[config.mk]
export PLATFORM = sky130hd
export DESIGN_NAME = clipped_line_rasterizer_unit
export DESIGN_NICKNAME = d
export VERILOG_FILES = /design/src/rtl/core/clr_pkg.sv /design/src/rtl/core/clr_front.sv /design/src/rtl/core/clr_queue.sv /design/src/rtl/core/clr_back.sv /design/src/rtl/core/clipped_line_rasterizer_unit.sv
export SDC_FILE = /design/constraint.sdc
export NUM_CORES = 2
export LEC_CHECK = 0
export ABC_CLOCK_PERIOD_IN_PS = 17300
export BUFFER_PORTS_ARGS = -buffer_cell sky130_fd_sc_hd__buf_2
export CAP_MARGIN = 25
export CELL_PAD_IN_SITES_DETAIL_PLACEMENT = 1
export CELL_PAD_IN_SITES_GLOBAL_PLACEMENT = 2
export CORE_MARGIN = 2
export CORE_UTILIZATION = 43
export CTS_CLUSTER_DIAMETER = 30
export DETAILED_ROUTE_END_ITERATION = 8
export PLACE_DENSITY = 0.78
export REMOVE_ABC_BUFFERS = 1
export SLEW_MARGIN = 20
export SYNTH_ARGS = -nofsm -noshare
export SYNTH_HDL_FRONTEND = slang
export SYNTH_SLANG_ARGS = --single-unit
[constraint.sdc]
create_clock -name i_clk -period 17.3 [get_ports i_clk]
set_input_delay 3.46 -clock i_clk [delete_from_list [all_inputs] [get_ports i_clk]]
set_output_delay 3.46 -clock i_clk [all_outputs]
set_load 0.01 [all_outputs]
[src/rtl/core/clr_pkg.sv]
package clr_pkg;

    // field widths
    localparam int COORD_BITS  = 16;
    localparam int COLOR_BITS  = 16;
    localparam int AREA_BITS   = 15;
    localparam int OFFSET_BITS = 30;
    localparam int ERR_BITS    = COORD_BITS + 3;
    localparam int WIDTH_BITS  = AREA_BITS + 1;
    localparam int CFG_IDX_BITS = 2;
    localparam int EXT_BITS    = COORD_BITS + 1;

    // operation codes
    localparam logic OP_START = 1'b0;
    localparam logic OP_STEP  = 1'b1;

    // area reset values
    localparam logic [AREA_BITS-1:0] AREA_LEFT_RST   = AREA_BITS'(0);
    localparam logic [AREA_BITS-1:0] AREA_TOP_RST    = AREA_BITS'(0);
    localparam logic [AREA_BITS-1:0] AREA_RIGHT_RST  = AREA_BITS'(1023);
    localparam logic [AREA_BITS-1:0] AREA_BOTTOM_RST = AREA_BITS'(767);

    // configuration register indexes
    typedef enum logic [CFG_IDX_BITS-1:0] {
        REG_AREA_LEFT,
        REG_AREA_TOP,
        REG_AREA_RIGHT,
        REG_AREA_BOTTOM
    } t_reg_idx;

    // command kinds passed from front to back
    typedef enum logic [1:0] {
        CMD_STEP,
        CMD_LOAD,
        CMD_REJECT
    } t_cmd_kind;

    typedef struct packed {
        logic                         operation;
        logic signed [COORD_BITS-1:0] start_x;
        logic signed [COORD_BITS-1:0] start_y;
        logic signed [COORD_BITS-1:0] end_x;
        logic signed [COORD_BITS-1:0] end_y;
        logic [COLOR_BITS-1:0]        color;
    } t_in_item;

    typedef struct packed {
        logic signed [COORD_BITS-1:0] pixel_x;
        logic signed [COORD_BITS-1:0] pixel_y;
        logic [OFFSET_BITS-1:0]       pixel_offset;
        logic [COLOR_BITS-1:0]        pixel_color;
        logic                         write_enable;
        logic                         last_pixel;
    } t_out_item;

    typedef struct packed {
        logic [AREA_BITS-1:0] left;
        logic [AREA_BITS-1:0] top;
        logic [AREA_BITS-1:0] right;
        logic [AREA_BITS-1:0] bottom;
    } t_area;

    // one classified request in the queue
    typedef struct packed {
        t_cmd_kind                    kind;
        logic signed [COORD_BITS-1:0] first_x;
        logic signed [COORD_BITS-1:0] first_y;
        logic signed [COORD_BITS-1:0] major_end;
        logic [COORD_BITS-1:0]        major_delta;
        logic [COORD_BITS-1:0]        minor_delta;
        logic                         step_x_negative;
        logic                         step_y_negative;
        logic                         x_is_major;
        logic [COLOR_BITS-1:0]        color;
    } t_cmd;

    // queue handshake from the back end
    typedef struct packed {
        logic pop;
    } t_q_ctrl;

    // signed coordinate against unsigned area edge
    function automatic logic coord_lt_area(input logic signed [COORD_BITS-1:0] c,
                                           input logic [AREA_BITS-1:0] a);
        logic signed [EXT_BITS-1:0] ce;
        logic signed [EXT_BITS-1:0] ae;
        ce = {c[COORD_BITS-1], c};
        ae = $signed({{(EXT_BITS-AREA_BITS){1'b0}}, a});
        return ce < ae;
    endfunction

    function automatic logic coord_gt_area(input logic signed [COORD_BITS-1:0] c,
                                           input logic [AREA_BITS-1:0] a);
        logic signed [EXT_BITS-1:0] ce;
        logic signed [EXT_BITS-1:0] ae;
        ce = {c[COORD_BITS-1], c};
        ae = $signed({{(EXT_BITS-AREA_BITS){1'b0}}, a});
        return ce > ae;
    endfunction

endpackage

[src/rtl/core/clr_front.sv]
module clr_front
    import clr_pkg::*;
(
    input  logic     i_in_valid,
    input  logic     i_in_ready,
    input  t_in_item i_in_data,
    input  t_area    i_area,
    output logic     o_push,
    output t_cmd     o_cmd
);

    logic signed [COORD_BITS-1:0] lx, hx, ly, hy;
    logic signed [EXT_BITS-1:0]   dx, dy;
    logic [COORD_BITS-1:0]        adx, ady;
    logic                         miss;
    logic                         x_major;

    assign o_push = i_in_valid && i_in_ready;

    // bounding box of the line and area miss test
    always_comb begin
        lx = (i_in_data.start_x < i_in_data.end_x) ? i_in_data.start_x : i_in_data.end_x;
        hx = (i_in_data.start_x < i_in_data.end_x) ? i_in_data.end_x : i_in_data.start_x;
        ly = (i_in_data.start_y < i_in_data.end_y) ? i_in_data.start_y : i_in_data.end_y;
        hy = (i_in_data.start_y < i_in_data.end_y) ? i_in_data.end_y : i_in_data.start_y;
        miss = coord_lt_area(hx, i_area.left) || coord_gt_area(lx, i_area.right)
            || coord_lt_area(hy, i_area.top) || coord_gt_area(ly, i_area.bottom);
    end

    // deltas, their magnitudes and the major axis
    always_comb begin
        dx  = {i_in_data.end_x[COORD_BITS-1], i_in_data.end_x}
            - {i_in_data.start_x[COORD_BITS-1], i_in_data.start_x};
        dy  = {i_in_data.end_y[COORD_BITS-1], i_in_data.end_y}
            - {i_in_data.start_y[COORD_BITS-1], i_in_data.start_y};
        adx = dx[EXT_BITS-1] ? COORD_BITS'(-dx) : dx[COORD_BITS-1:0];
        ady = dy[EXT_BITS-1] ? COORD_BITS'(-dy) : dy[COORD_BITS-1:0];
        x_major = adx > ady;
    end

    // classify the request
    always_comb begin
        o_cmd.first_x         = i_in_data.start_x;
        o_cmd.first_y         = i_in_data.start_y;
        o_cmd.major_end       = x_major ? i_in_data.end_x : i_in_data.end_y;
        o_cmd.major_delta     = x_major ? adx : ady;
        o_cmd.minor_delta     = x_major ? ady : adx;
        o_cmd.step_x_negative = dx[EXT_BITS-1];
        o_cmd.step_y_negative = dy[EXT_BITS-1];
        o_cmd.x_is_major      = x_major;
        o_cmd.color           = i_in_data.color;
        if (i_in_data.operation == OP_STEP) begin
            o_cmd.kind = CMD_STEP;
        end else if (miss) begin
            o_cmd.kind = CMD_REJECT;
        end else begin
            o_cmd.kind = CMD_LOAD;
        end
    end

endmodule

[src/rtl/core/clr_queue.sv]
module clr_queue
    import clr_pkg::*;
(
    input  logic i_clk,
    input  logic i_rst_n,
    input  logic i_push,
    input  t_cmd i_cmd,
    output logic o_ready,
    input  logic i_pop,
    output logic o_valid,
    output t_cmd o_cmd
);

    localparam int DEPTH = 2;

    t_cmd       r_mem [DEPTH];
    logic       r_wr_ptr, n_wr_ptr;
    logic       r_rd_ptr, n_rd_ptr;
    logic [1:0] r_count, n_count;

    assign o_ready = (r_count != 2'(DEPTH));
    assign o_valid = (r_count != 2'd0);
    assign o_cmd   = r_mem[r_rd_ptr];

    // pointer and fill count
    always_comb begin
        n_wr_ptr = i_push ? ~r_wr_ptr : r_wr_ptr;
        n_rd_ptr = i_pop ? ~r_rd_ptr : r_rd_ptr;
        n_count  = r_count;
        if (i_push && !i_pop) begin
            n_count = r_count + 2'd1;
        end else if (!i_push && i_pop) begin
            n_count = r_count - 2'd1;
        end
    end

    always_ff @(posedge i_clk) begin
        if (!i_rst_n) begin
            r_wr_ptr <= 1'b0;
            r_rd_ptr <= 1'b0;
            r_count  <= 2'd0;
        end else begin
            r_wr_ptr <= n_wr_ptr;
            r_rd_ptr <= n_rd_ptr;
            r_count  <= n_count;
        end
    end

    // entry storage
    always_ff @(posedge i_clk) begin
        if (i_push) begin
            r_mem[r_wr_ptr] <= i_cmd;
        end
    end

endmodule

[src/rtl/core/clr_back.sv]
module clr_back
    import clr_pkg::*;
(
    input  logic      i_clk,
    input  logic      i_rst_n,
    input  t_cmd      i_cmd,
    input  t_area     i_area,
    output t_q_ctrl   o_q,
    input  logic      i_q_valid,
    output logic      o_out_valid,
    input  logic      i_out_ready,
    output t_out_item o_out_data
);

    // line state
    logic signed [COORD_BITS-1:0] r_cur_x, n_cur_x;
    logic signed [COORD_BITS-1:0] r_cur_y, n_cur_y;
    logic signed [COORD_BITS-1:0] r_major_end;
    logic [COORD_BITS-1:0]        r_major_delta, r_minor_delta;
    logic signed [ERR_BITS-1:0]   r_err, n_err;
    logic                         r_sx_neg, r_sy_neg, r_x_major;
    logic [COLOR_BITS-1:0]        r_color;
    logic                         r_busy, n_busy;

    // pixel stage
    logic                         r_a_valid, n_a_valid;
    logic signed [COORD_BITS-1:0] r_a_x, n_a_x, r_a_y, n_a_y;
    logic [COLOR_BITS-1:0]        r_a_color, n_a_color;
    logic                         r_a_in, n_a_in, r_a_last, n_a_last;
    logic [WIDTH_BITS-1:0]        r_a_width, n_a_width;

    // multiply stage
    logic                         r_b_valid;
    logic signed [COORD_BITS-1:0] r_b_x, r_b_y;
    logic [COLOR_BITS-1:0]        r_b_color;
    logic                         r_b_in, r_b_last;
    logic [OFFSET_BITS-1:0]       r_b_prod;
    logic [WIDTH_BITS+AREA_BITS-1:0] b_prod_full;

    // output register
    logic                         r_c_valid;
    t_out_item                    r_c_data;

    logic c_can, b_can, a_can, pop;
    logic is_last, in_area;
    logic signed [ERR_BITS-1:0] err_add;
    logic signed [COORD_BITS-1:0] sx, sy;

    // stall chain from the output side
    assign c_can = !r_c_valid || i_out_ready;
    assign b_can = !r_b_valid || c_can;
    assign a_can = !r_a_valid || b_can;
    assign pop   = i_q_valid && a_can;

    assign o_q.pop = pop;

    assign o_out_valid = r_c_valid;
    assign o_out_data  = r_c_data;

    // current pixel classification
    always_comb begin
        is_last = (r_x_major ? r_cur_x : r_cur_y) == r_major_end;
        in_area = !(coord_lt_area(r_cur_x, i_area.left) || coord_gt_area(r_cur_x, i_area.right)
                 || coord_lt_area(r_cur_y, i_area.top) || coord_gt_area(r_cur_y, i_area.bottom));
        sx      = r_sx_neg ? -COORD_BITS'(1) : COORD_BITS'(1);
        sy      = r_sy_neg ? -COORD_BITS'(1) : COORD_BITS'(1);
        err_add = r_err + $signed({2'b00, r_minor_delta, 1'b0});
        if (i_area.right >= i_area.left) begin
            n_a_width = WIDTH_BITS'(i_area.right) - WIDTH_BITS'(i_area.left) + WIDTH_BITS'(1);
        end else begin
            n_a_width = WIDTH_BITS'(i_area.left) - WIDTH_BITS'(i_area.right) + WIDTH_BITS'(1);
        end
    end

    // bresenham step and command execution
    always_comb begin
        n_cur_x   = r_cur_x;
        n_cur_y   = r_cur_y;
        n_err     = r_err;
        n_busy    = r_busy;
        n_a_valid = a_can ? 1'b0 : r_a_valid;
        n_a_x     = r_cur_x;
        n_a_y     = r_cur_y;
        n_a_color = r_color;
        n_a_in    = in_area;
        n_a_last  = is_last;
        if (pop) begin
            case (i_cmd.kind)
                CMD_LOAD: begin
                    n_busy  = 1'b1;
                    n_cur_x = i_cmd.first_x;
                    n_cur_y = i_cmd.first_y;
                    n_err   = '0;
                end
                CMD_REJECT: begin
                    n_busy    = 1'b0;
                    n_a_valid = 1'b1;
                    n_a_x     = '0;
                    n_a_y     = '0;
                    n_a_color = '0;
                    n_a_in    = 1'b0;
                    n_a_last  = 1'b1;
                end
                CMD_STEP: begin
                    if (r_busy) begin
                        n_a_valid = 1'b1;
                        if (is_last) begin
                            n_busy = 1'b0;
                        end else begin
                            if (r_x_major) begin
                                n_cur_x = r_cur_x + sx;
                            end else begin
                                n_cur_y = r_cur_y + sy;
                            end
                            n_err = err_add;
                            if (err_add >= $signed({3'b000, r_major_delta})) begin
                                if (r_x_major) begin
                                    n_cur_y = r_cur_y + sy;
                                end else begin
                                    n_cur_x = r_cur_x + sx;
                                end
                                n_err = err_add - $signed({2'b00, r_major_delta, 1'b0});
                            end
                        end
                    end
                end
                default: begin
                    n_busy = r_busy;
                end
            endcase
        end
    end

    always_ff @(posedge i_clk) begin
        if (!i_rst_n) begin
            r_busy    <= 1'b0;
            r_a_valid <= 1'b0;
        end else begin
            r_busy    <= n_busy;
            r_a_valid <= n_a_valid;
        end
    end

    // line state and pixel stage payload
    always_ff @(posedge i_clk) begin
        r_cur_x <= n_cur_x;
        r_cur_y <= n_cur_y;
        r_err   <= n_err;
        if (pop && i_cmd.kind == CMD_LOAD) begin
            r_major_end   <= i_cmd.major_end;
            r_major_delta <= i_cmd.major_delta;
            r_minor_delta <= i_cmd.minor_delta;
            r_sx_neg      <= i_cmd.step_x_negative;
            r_sy_neg      <= i_cmd.step_y_negative;
            r_x_major     <= i_cmd.x_is_major;
            r_color       <= i_cmd.color;
        end
        if (a_can) begin
            r_a_x     <= n_a_x;
            r_a_y     <= n_a_y;
            r_a_color <= n_a_color;
            r_a_in    <= n_a_in;
            r_a_last  <= n_a_last;
            r_a_width <= n_a_width;
        end
    end

    // row offset product
    assign b_prod_full = r_a_width * r_a_y[AREA_BITS-1:0];

    always_ff @(posedge i_clk) begin
        if (!i_rst_n) begin
            r_b_valid <= 1'b0;
        end else if (b_can) begin
            r_b_valid <= r_a_valid;
        end
    end

    always_ff @(posedge i_clk) begin
        if (b_can) begin
            r_b_x     <= r_a_x;
            r_b_y     <= r_a_y;
            r_b_color <= r_a_color;
            r_b_in    <= r_a_in;
            r_b_last  <= r_a_last;
            r_b_prod  <= b_prod_full[OFFSET_BITS-1:0];
        end
    end

    // output register
    always_ff @(posedge i_clk) begin
        if (!i_rst_n) begin
            r_c_valid <= 1'b0;
        end else if (c_can) begin
            r_c_valid <= r_b_valid;
        end
    end

    always_ff @(posedge i_clk) begin
        if (c_can) begin
            r_c_data.pixel_x      <= r_b_x;
            r_c_data.pixel_y      <= r_b_y;
            r_c_data.pixel_offset <= r_b_in
                ? r_b_prod + {{(OFFSET_BITS-AREA_BITS){1'b0}}, r_b_x[AREA_BITS-1:0]}
                : '0;
            r_c_data.pixel_color  <= r_b_color;
            r_c_data.write_enable <= r_b_in;
            r_c_data.last_pixel   <= r_b_last;
        end
    end

endmodule

[src/rtl/core/clipped_line_rasterizer_unit.sv]
// Bresenham line rasterizer with clipping to a configurable area. A start
// request (operation 0) loads two endpoints and a color; if the line's bounding
// box misses the area, one result comes out with write_enable 0 and last_pixel
// 1, otherwise no result. Each step request (operation 1) then gives one pixel,
// max(|dx|,|dy|)+1 in all, last_pixel on the final one; steps while no line is
// active give nothing. Requests are accepted one per clock while the queue has room:
// the front end classifies a request into a two-entry queue and the back end
// executes one queue entry per cycle while the output is not stalled, so
// sustained throughput is one pixel per clock. A pixel reaches the output
// through the queue and then the pixel, multiply and output registers. Area
// registers may only be written while no line work is outstanding.
module clipped_line_rasterizer_unit
    import clr_pkg::*;
(
    input  logic                    i_clk,
    input  logic                    i_rst_n,
    input  logic                    i_in_valid,
    output logic                    o_in_ready,
    input  t_in_item                i_in_data,
    output logic                    o_out_valid,
    input  logic                    i_out_ready,
    output t_out_item               o_out_data,
    input  logic                    i_cfg_valid,
    output logic                    o_cfg_ready,
    input  logic [CFG_IDX_BITS-1:0] i_cfg_index,
    input  logic [AREA_BITS-1:0]    i_cfg_data
);

    t_area   r_area;
    logic    push;
    t_cmd    push_cmd, head_cmd;
    logic    q_valid;
    t_q_ctrl q_ctrl;

    assign o_cfg_ready = 1'b1;

    // area registers
    always_ff @(posedge i_clk) begin
        if (!i_rst_n) begin
            r_area.left   <= AREA_LEFT_RST;
            r_area.top    <= AREA_TOP_RST;
            r_area.right  <= AREA_RIGHT_RST;
            r_area.bottom <= AREA_BOTTOM_RST;
        end else if (i_cfg_valid) begin
            case (t_reg_idx'(i_cfg_index))
                REG_AREA_LEFT:   r_area.left   <= i_cfg_data;
                REG_AREA_TOP:    r_area.top    <= i_cfg_data;
                REG_AREA_RIGHT:  r_area.right  <= i_cfg_data;
                REG_AREA_BOTTOM: r_area.bottom <= i_cfg_data;
                default: begin
                    r_area <= r_area;
                end
            endcase
        end
    end

    clr_front u_front (
        .i_in_valid (i_in_valid),
        .i_in_ready (o_in_ready),
        .i_in_data  (i_in_data),
        .i_area     (r_area),
        .o_push     (push),
        .o_cmd      (push_cmd)
    );

    clr_queue u_queue (
        .i_clk   (i_clk),
        .i_rst_n (i_rst_n),
        .i_push  (push),
        .i_cmd   (push_cmd),
        .o_ready (o_in_ready),
        .i_pop   (q_ctrl.pop),
        .o_valid (q_valid),
        .o_cmd   (head_cmd)
    );

    clr_back u_back (
        .i_clk       (i_clk),
        .i_rst_n     (i_rst_n),
        .i_cmd       (head_cmd),
        .i_area      (r_area),
        .o_q         (q_ctrl),
        .i_q_valid   (q_valid),
        .o_out_valid (o_out_valid),
        .i_out_ready (i_out_ready),
        .o_out_data  (o_out_data)
    );

endmodule

==> results.json <==
{
  "status": "finished clean",
  "first_iter_violations": 1652,
  "root_buffer": "clkbuf_16",
  "htreeDepth": 4,
  "clock_latency_ns": 0.76,
  "post-route-period-util": 0.533,
  "netlist_instances": 3826,
  "synth_area_per_cell_um2": 11.1,
  "start_kind": "input pin",
  "cts_resized": 0,
  "fp-row-count": 115,
  "max_clock_freq_ghz": 0.108,
  "synth_area_um2": 42300,
  "place_ws_ns": 7.42,
  "path_class": "in -> reg",
  "via_per_inst": 5.42,
  "synth_area_leaders": "edfxtp_1 (39%), ha_1 (12%), fa_1 (9.2%)",
  "crit_slowest_cell": "buf_4",
  "post_cts_buffers": 0,
  "cp.buffers_inverters": 5,
  "tns_ns": 0,
  "cts_tree": "built",
  "yosysSeqAreaShare": 0.420,
  "final_net_count": 4797,
  "drv_cap": 0,
  "period_minus_slack_ns": 9.22,
  "dieArea_um2": 101000,
  "synthSimpleGateAreaFrac": 0.119,
  "yosys.area.top_type_share": 0.387,
  "die-width_um": 318,
  "drt_first_pass_iters": 5,
  "synth_mux_area_frac": 0.0587,
  "drive_above_1_share": 0.151,
  "synthAdderAreaFrac": 0.214,
  "start_util": 0.431,
  "wirelength_mm": 122,
  "critPathCaptureType": "register",
  "worst_pin_slew_ns": 1.02,
  "rsz0062_at_grt": "no",
  "setup_viol": 0,
  "critical_path_cell_count": 26,
  "grt_max_degree": 77,
  "hold_violations": 0,
  "grt_first_pass_wirelength_mm": 189,
  "cts_hold_repair.buffers": 0,
  "ys_ff_latch": 614,
  "crit_required_ns": 17.78,
  "place_congestion": 0.855,
  "dp_hpwl_mm": 93.1,
  "boundaryPins": 186,
  "area_delta_synth_final_pct": 18.8,
  "ys_async_sr_fraction": 0,
  "hold_depth": 0,
  "synth_compound_area_frac": 0.105,
  "cts.clk_slew.worst_paths_ns": 0.05,
  "dieHeight_um": 318,
  "avgRoutedWirePerCell_um": 22.1,
  "clock-sinks": 614,
  "yosysWarnings": 0,
  "core-area_um2": 98000,
  "slew_violations": 0,
  "fin_ws_ns": 8.08,
  "crit_fanout": 36,
  "dp.cells": 5216,
  "synthDistinctLibCells": 75,
  "holdCritPathClass": "reg -> reg",
  "synth_top_area_cell": "edfxtp_1",
  "final_cell_count_no_fill": 5507,
  "synth_xor_area_frac": 0.0385,
  "track_usage": 0.244,
  "ff2ff_path_depth": 21,
  "slew_headroom": 0.320,
  "io_buffers": 184,
  "overflow": 0,
  "routed-via-count": 29800,
  "cts_buffers": 155,
  "drc": 0,
  "fin_util": 0.513,
  "synth-edff-count": 545,
  "synth_ff_type": "edfxtp_1",
  "path_delay_family": "compound AO/OA/AOI/OAI gates",
  "cts_buffer_depth": 3,
  "grt_pass1_vias": 31900,
  "fin_skew_ns": 0.0424,
  "antenna_found_initial": 12,
  "ant_nets": 0,
  "cpPeakStageDelay_ns": 0.63,
  "synth_top_family_by_area": "adder cells",
  "cp.arrival_ns": 9.70
}
## cells in the mapped netlist, drive strengths merged, types with 43 or more instances
cell,count
clkbuf,98
nor2,146
edfxtp,545
nor2b,95
nor3,44
xnor2,126
mux2i,96
o21a,43
ha,412
dfxtp,69
a21boi,52
a21oi,163
and2,160
xor2,60
fa,195
nand3,51
nand2,354
inv,396
o21ai,144
mux2,135
a21o,67
## area by class of cell
class / instances / area, um2
Antenna cell: 3 / 7.51
Fill cell: 10400 / 47800
Clock inverter: 106 / 1390
Timing Repair Buffer: 211 / 1150
Inverter: 396 / 1490
Clock buffer: 181 / 4110
Sequential cell: 614 / 17800
Tap cell: 1287 / 1610
Multi-Input combinational cell: 2709 / 22700
## kinds of logic (layout without fill, tap and decap cells)
family,Yosys count,in the layout
compound gates,675,675
mux,231,231
xor+xnor,186,186
buf+inv,503,894
flops,614,614
simple gates,1009,1009
fa+ha+maj,607,607
other cells,1,4
## final timing paths
check	startpoint	slack, ns	endpoint
setup / recovery	i_in_data[16]	8.08	u_queue.r_mem[1][53]
hold / removal	u_back.r_a_x[1]	0.40	u_back.r_b_x[1]
setup reg to reg	u_back.r_a_y[9]	10.40	u_back.r_b_prod[29]
hold reg to reg	u_back.r_a_x[1]	0.40	u_back.r_b_x[1]
## routing by layer
metal	vias to the layer above	part of all wire	track usage	routed length [um]
met4	10	0.021	0.0680	2570
met1	15000	0.45	0.318	55100
li1	14100	-	-	-
met2	603	0.48	0.415	58900
met3	178	0.043	0.0446	5290
met5	-	0.00052	0	63
## per-stage QoR
step / instance area [um2] / hold slack, ns
6_report: 50200 / 0.403
4_1_cts: 50200 / 0.407
3_3_place_gp: 44700 / 0.401
5_1_grt: 50200 / 0.415
3_5_place_dp: 44700 / 0.406
2_1_floorplan: 41900 / 0.400
## layout by cell type (no fill, tap or decap), types with 30 or more instances in the layout
cell type / netlist / final
a21oi_1: 163 / 162
ha_1: 412 / 412
nor2b_1: 95 / 95
nand2_1: 354 / 352
edfxtp_1: 545 / 545
nand3_1: 50 / 49
clkinv_2: 0 / 30
fa_1: 195 / 195
mux2i_1: 96 / 96
dfxtp_1: 69 / 68
o211ai_1: 31 / 31
a21boi_0: 52 / 52
and2_1: 160 / 160
o21a_1: 43 / 43
a21o_1: 67 / 67
nor2_1: 145 / 143
mux2_2: 135 / 135
xnor2_1: 126 / 126
clkbuf_16: 0 / 158
o21ai_0: 142 / 142
buf_2: 4 / 184
xor2_1: 60 / 60
nand2b_1: 36 / 36
inv_1: 396 / 395
nor3_1: 44 / 43
## sequential cells by signal, indices dropped and copies added, names as in the netlist, 2 cells and up, named ones only
| signal | cells |
|---|---|
| r_area | 60 |
| u_back.o_out_data | 80 |
| u_back.r_a_color | 16 |
| u_back.r_a_width | 16 |
| u_back.r_a_x | 16 |
| u_back.r_a_y | 16 |
| u_back.r_b_color | 16 |
| u_back.r_b_prod | 30 |
| u_back.r_b_x | 16 |
| u_back.r_b_y | 16 |
| u_back.r_color | 16 |
| u_back.r_cur_x | 16 |
| u_back.r_cur_y | 16 |
| u_back.r_err | 18 |
| u_back.r_major_delta | 16 |
| u_back.r_major_end | 16 |
| u_back.r_minor_delta | 16 |
| u_queue.r_count | 2 |
| u_queue.r_mem | 202 |
Power is not shown: default switching activity piles up to over one toggle a cycle in this logic, so the estimate is an artifact.
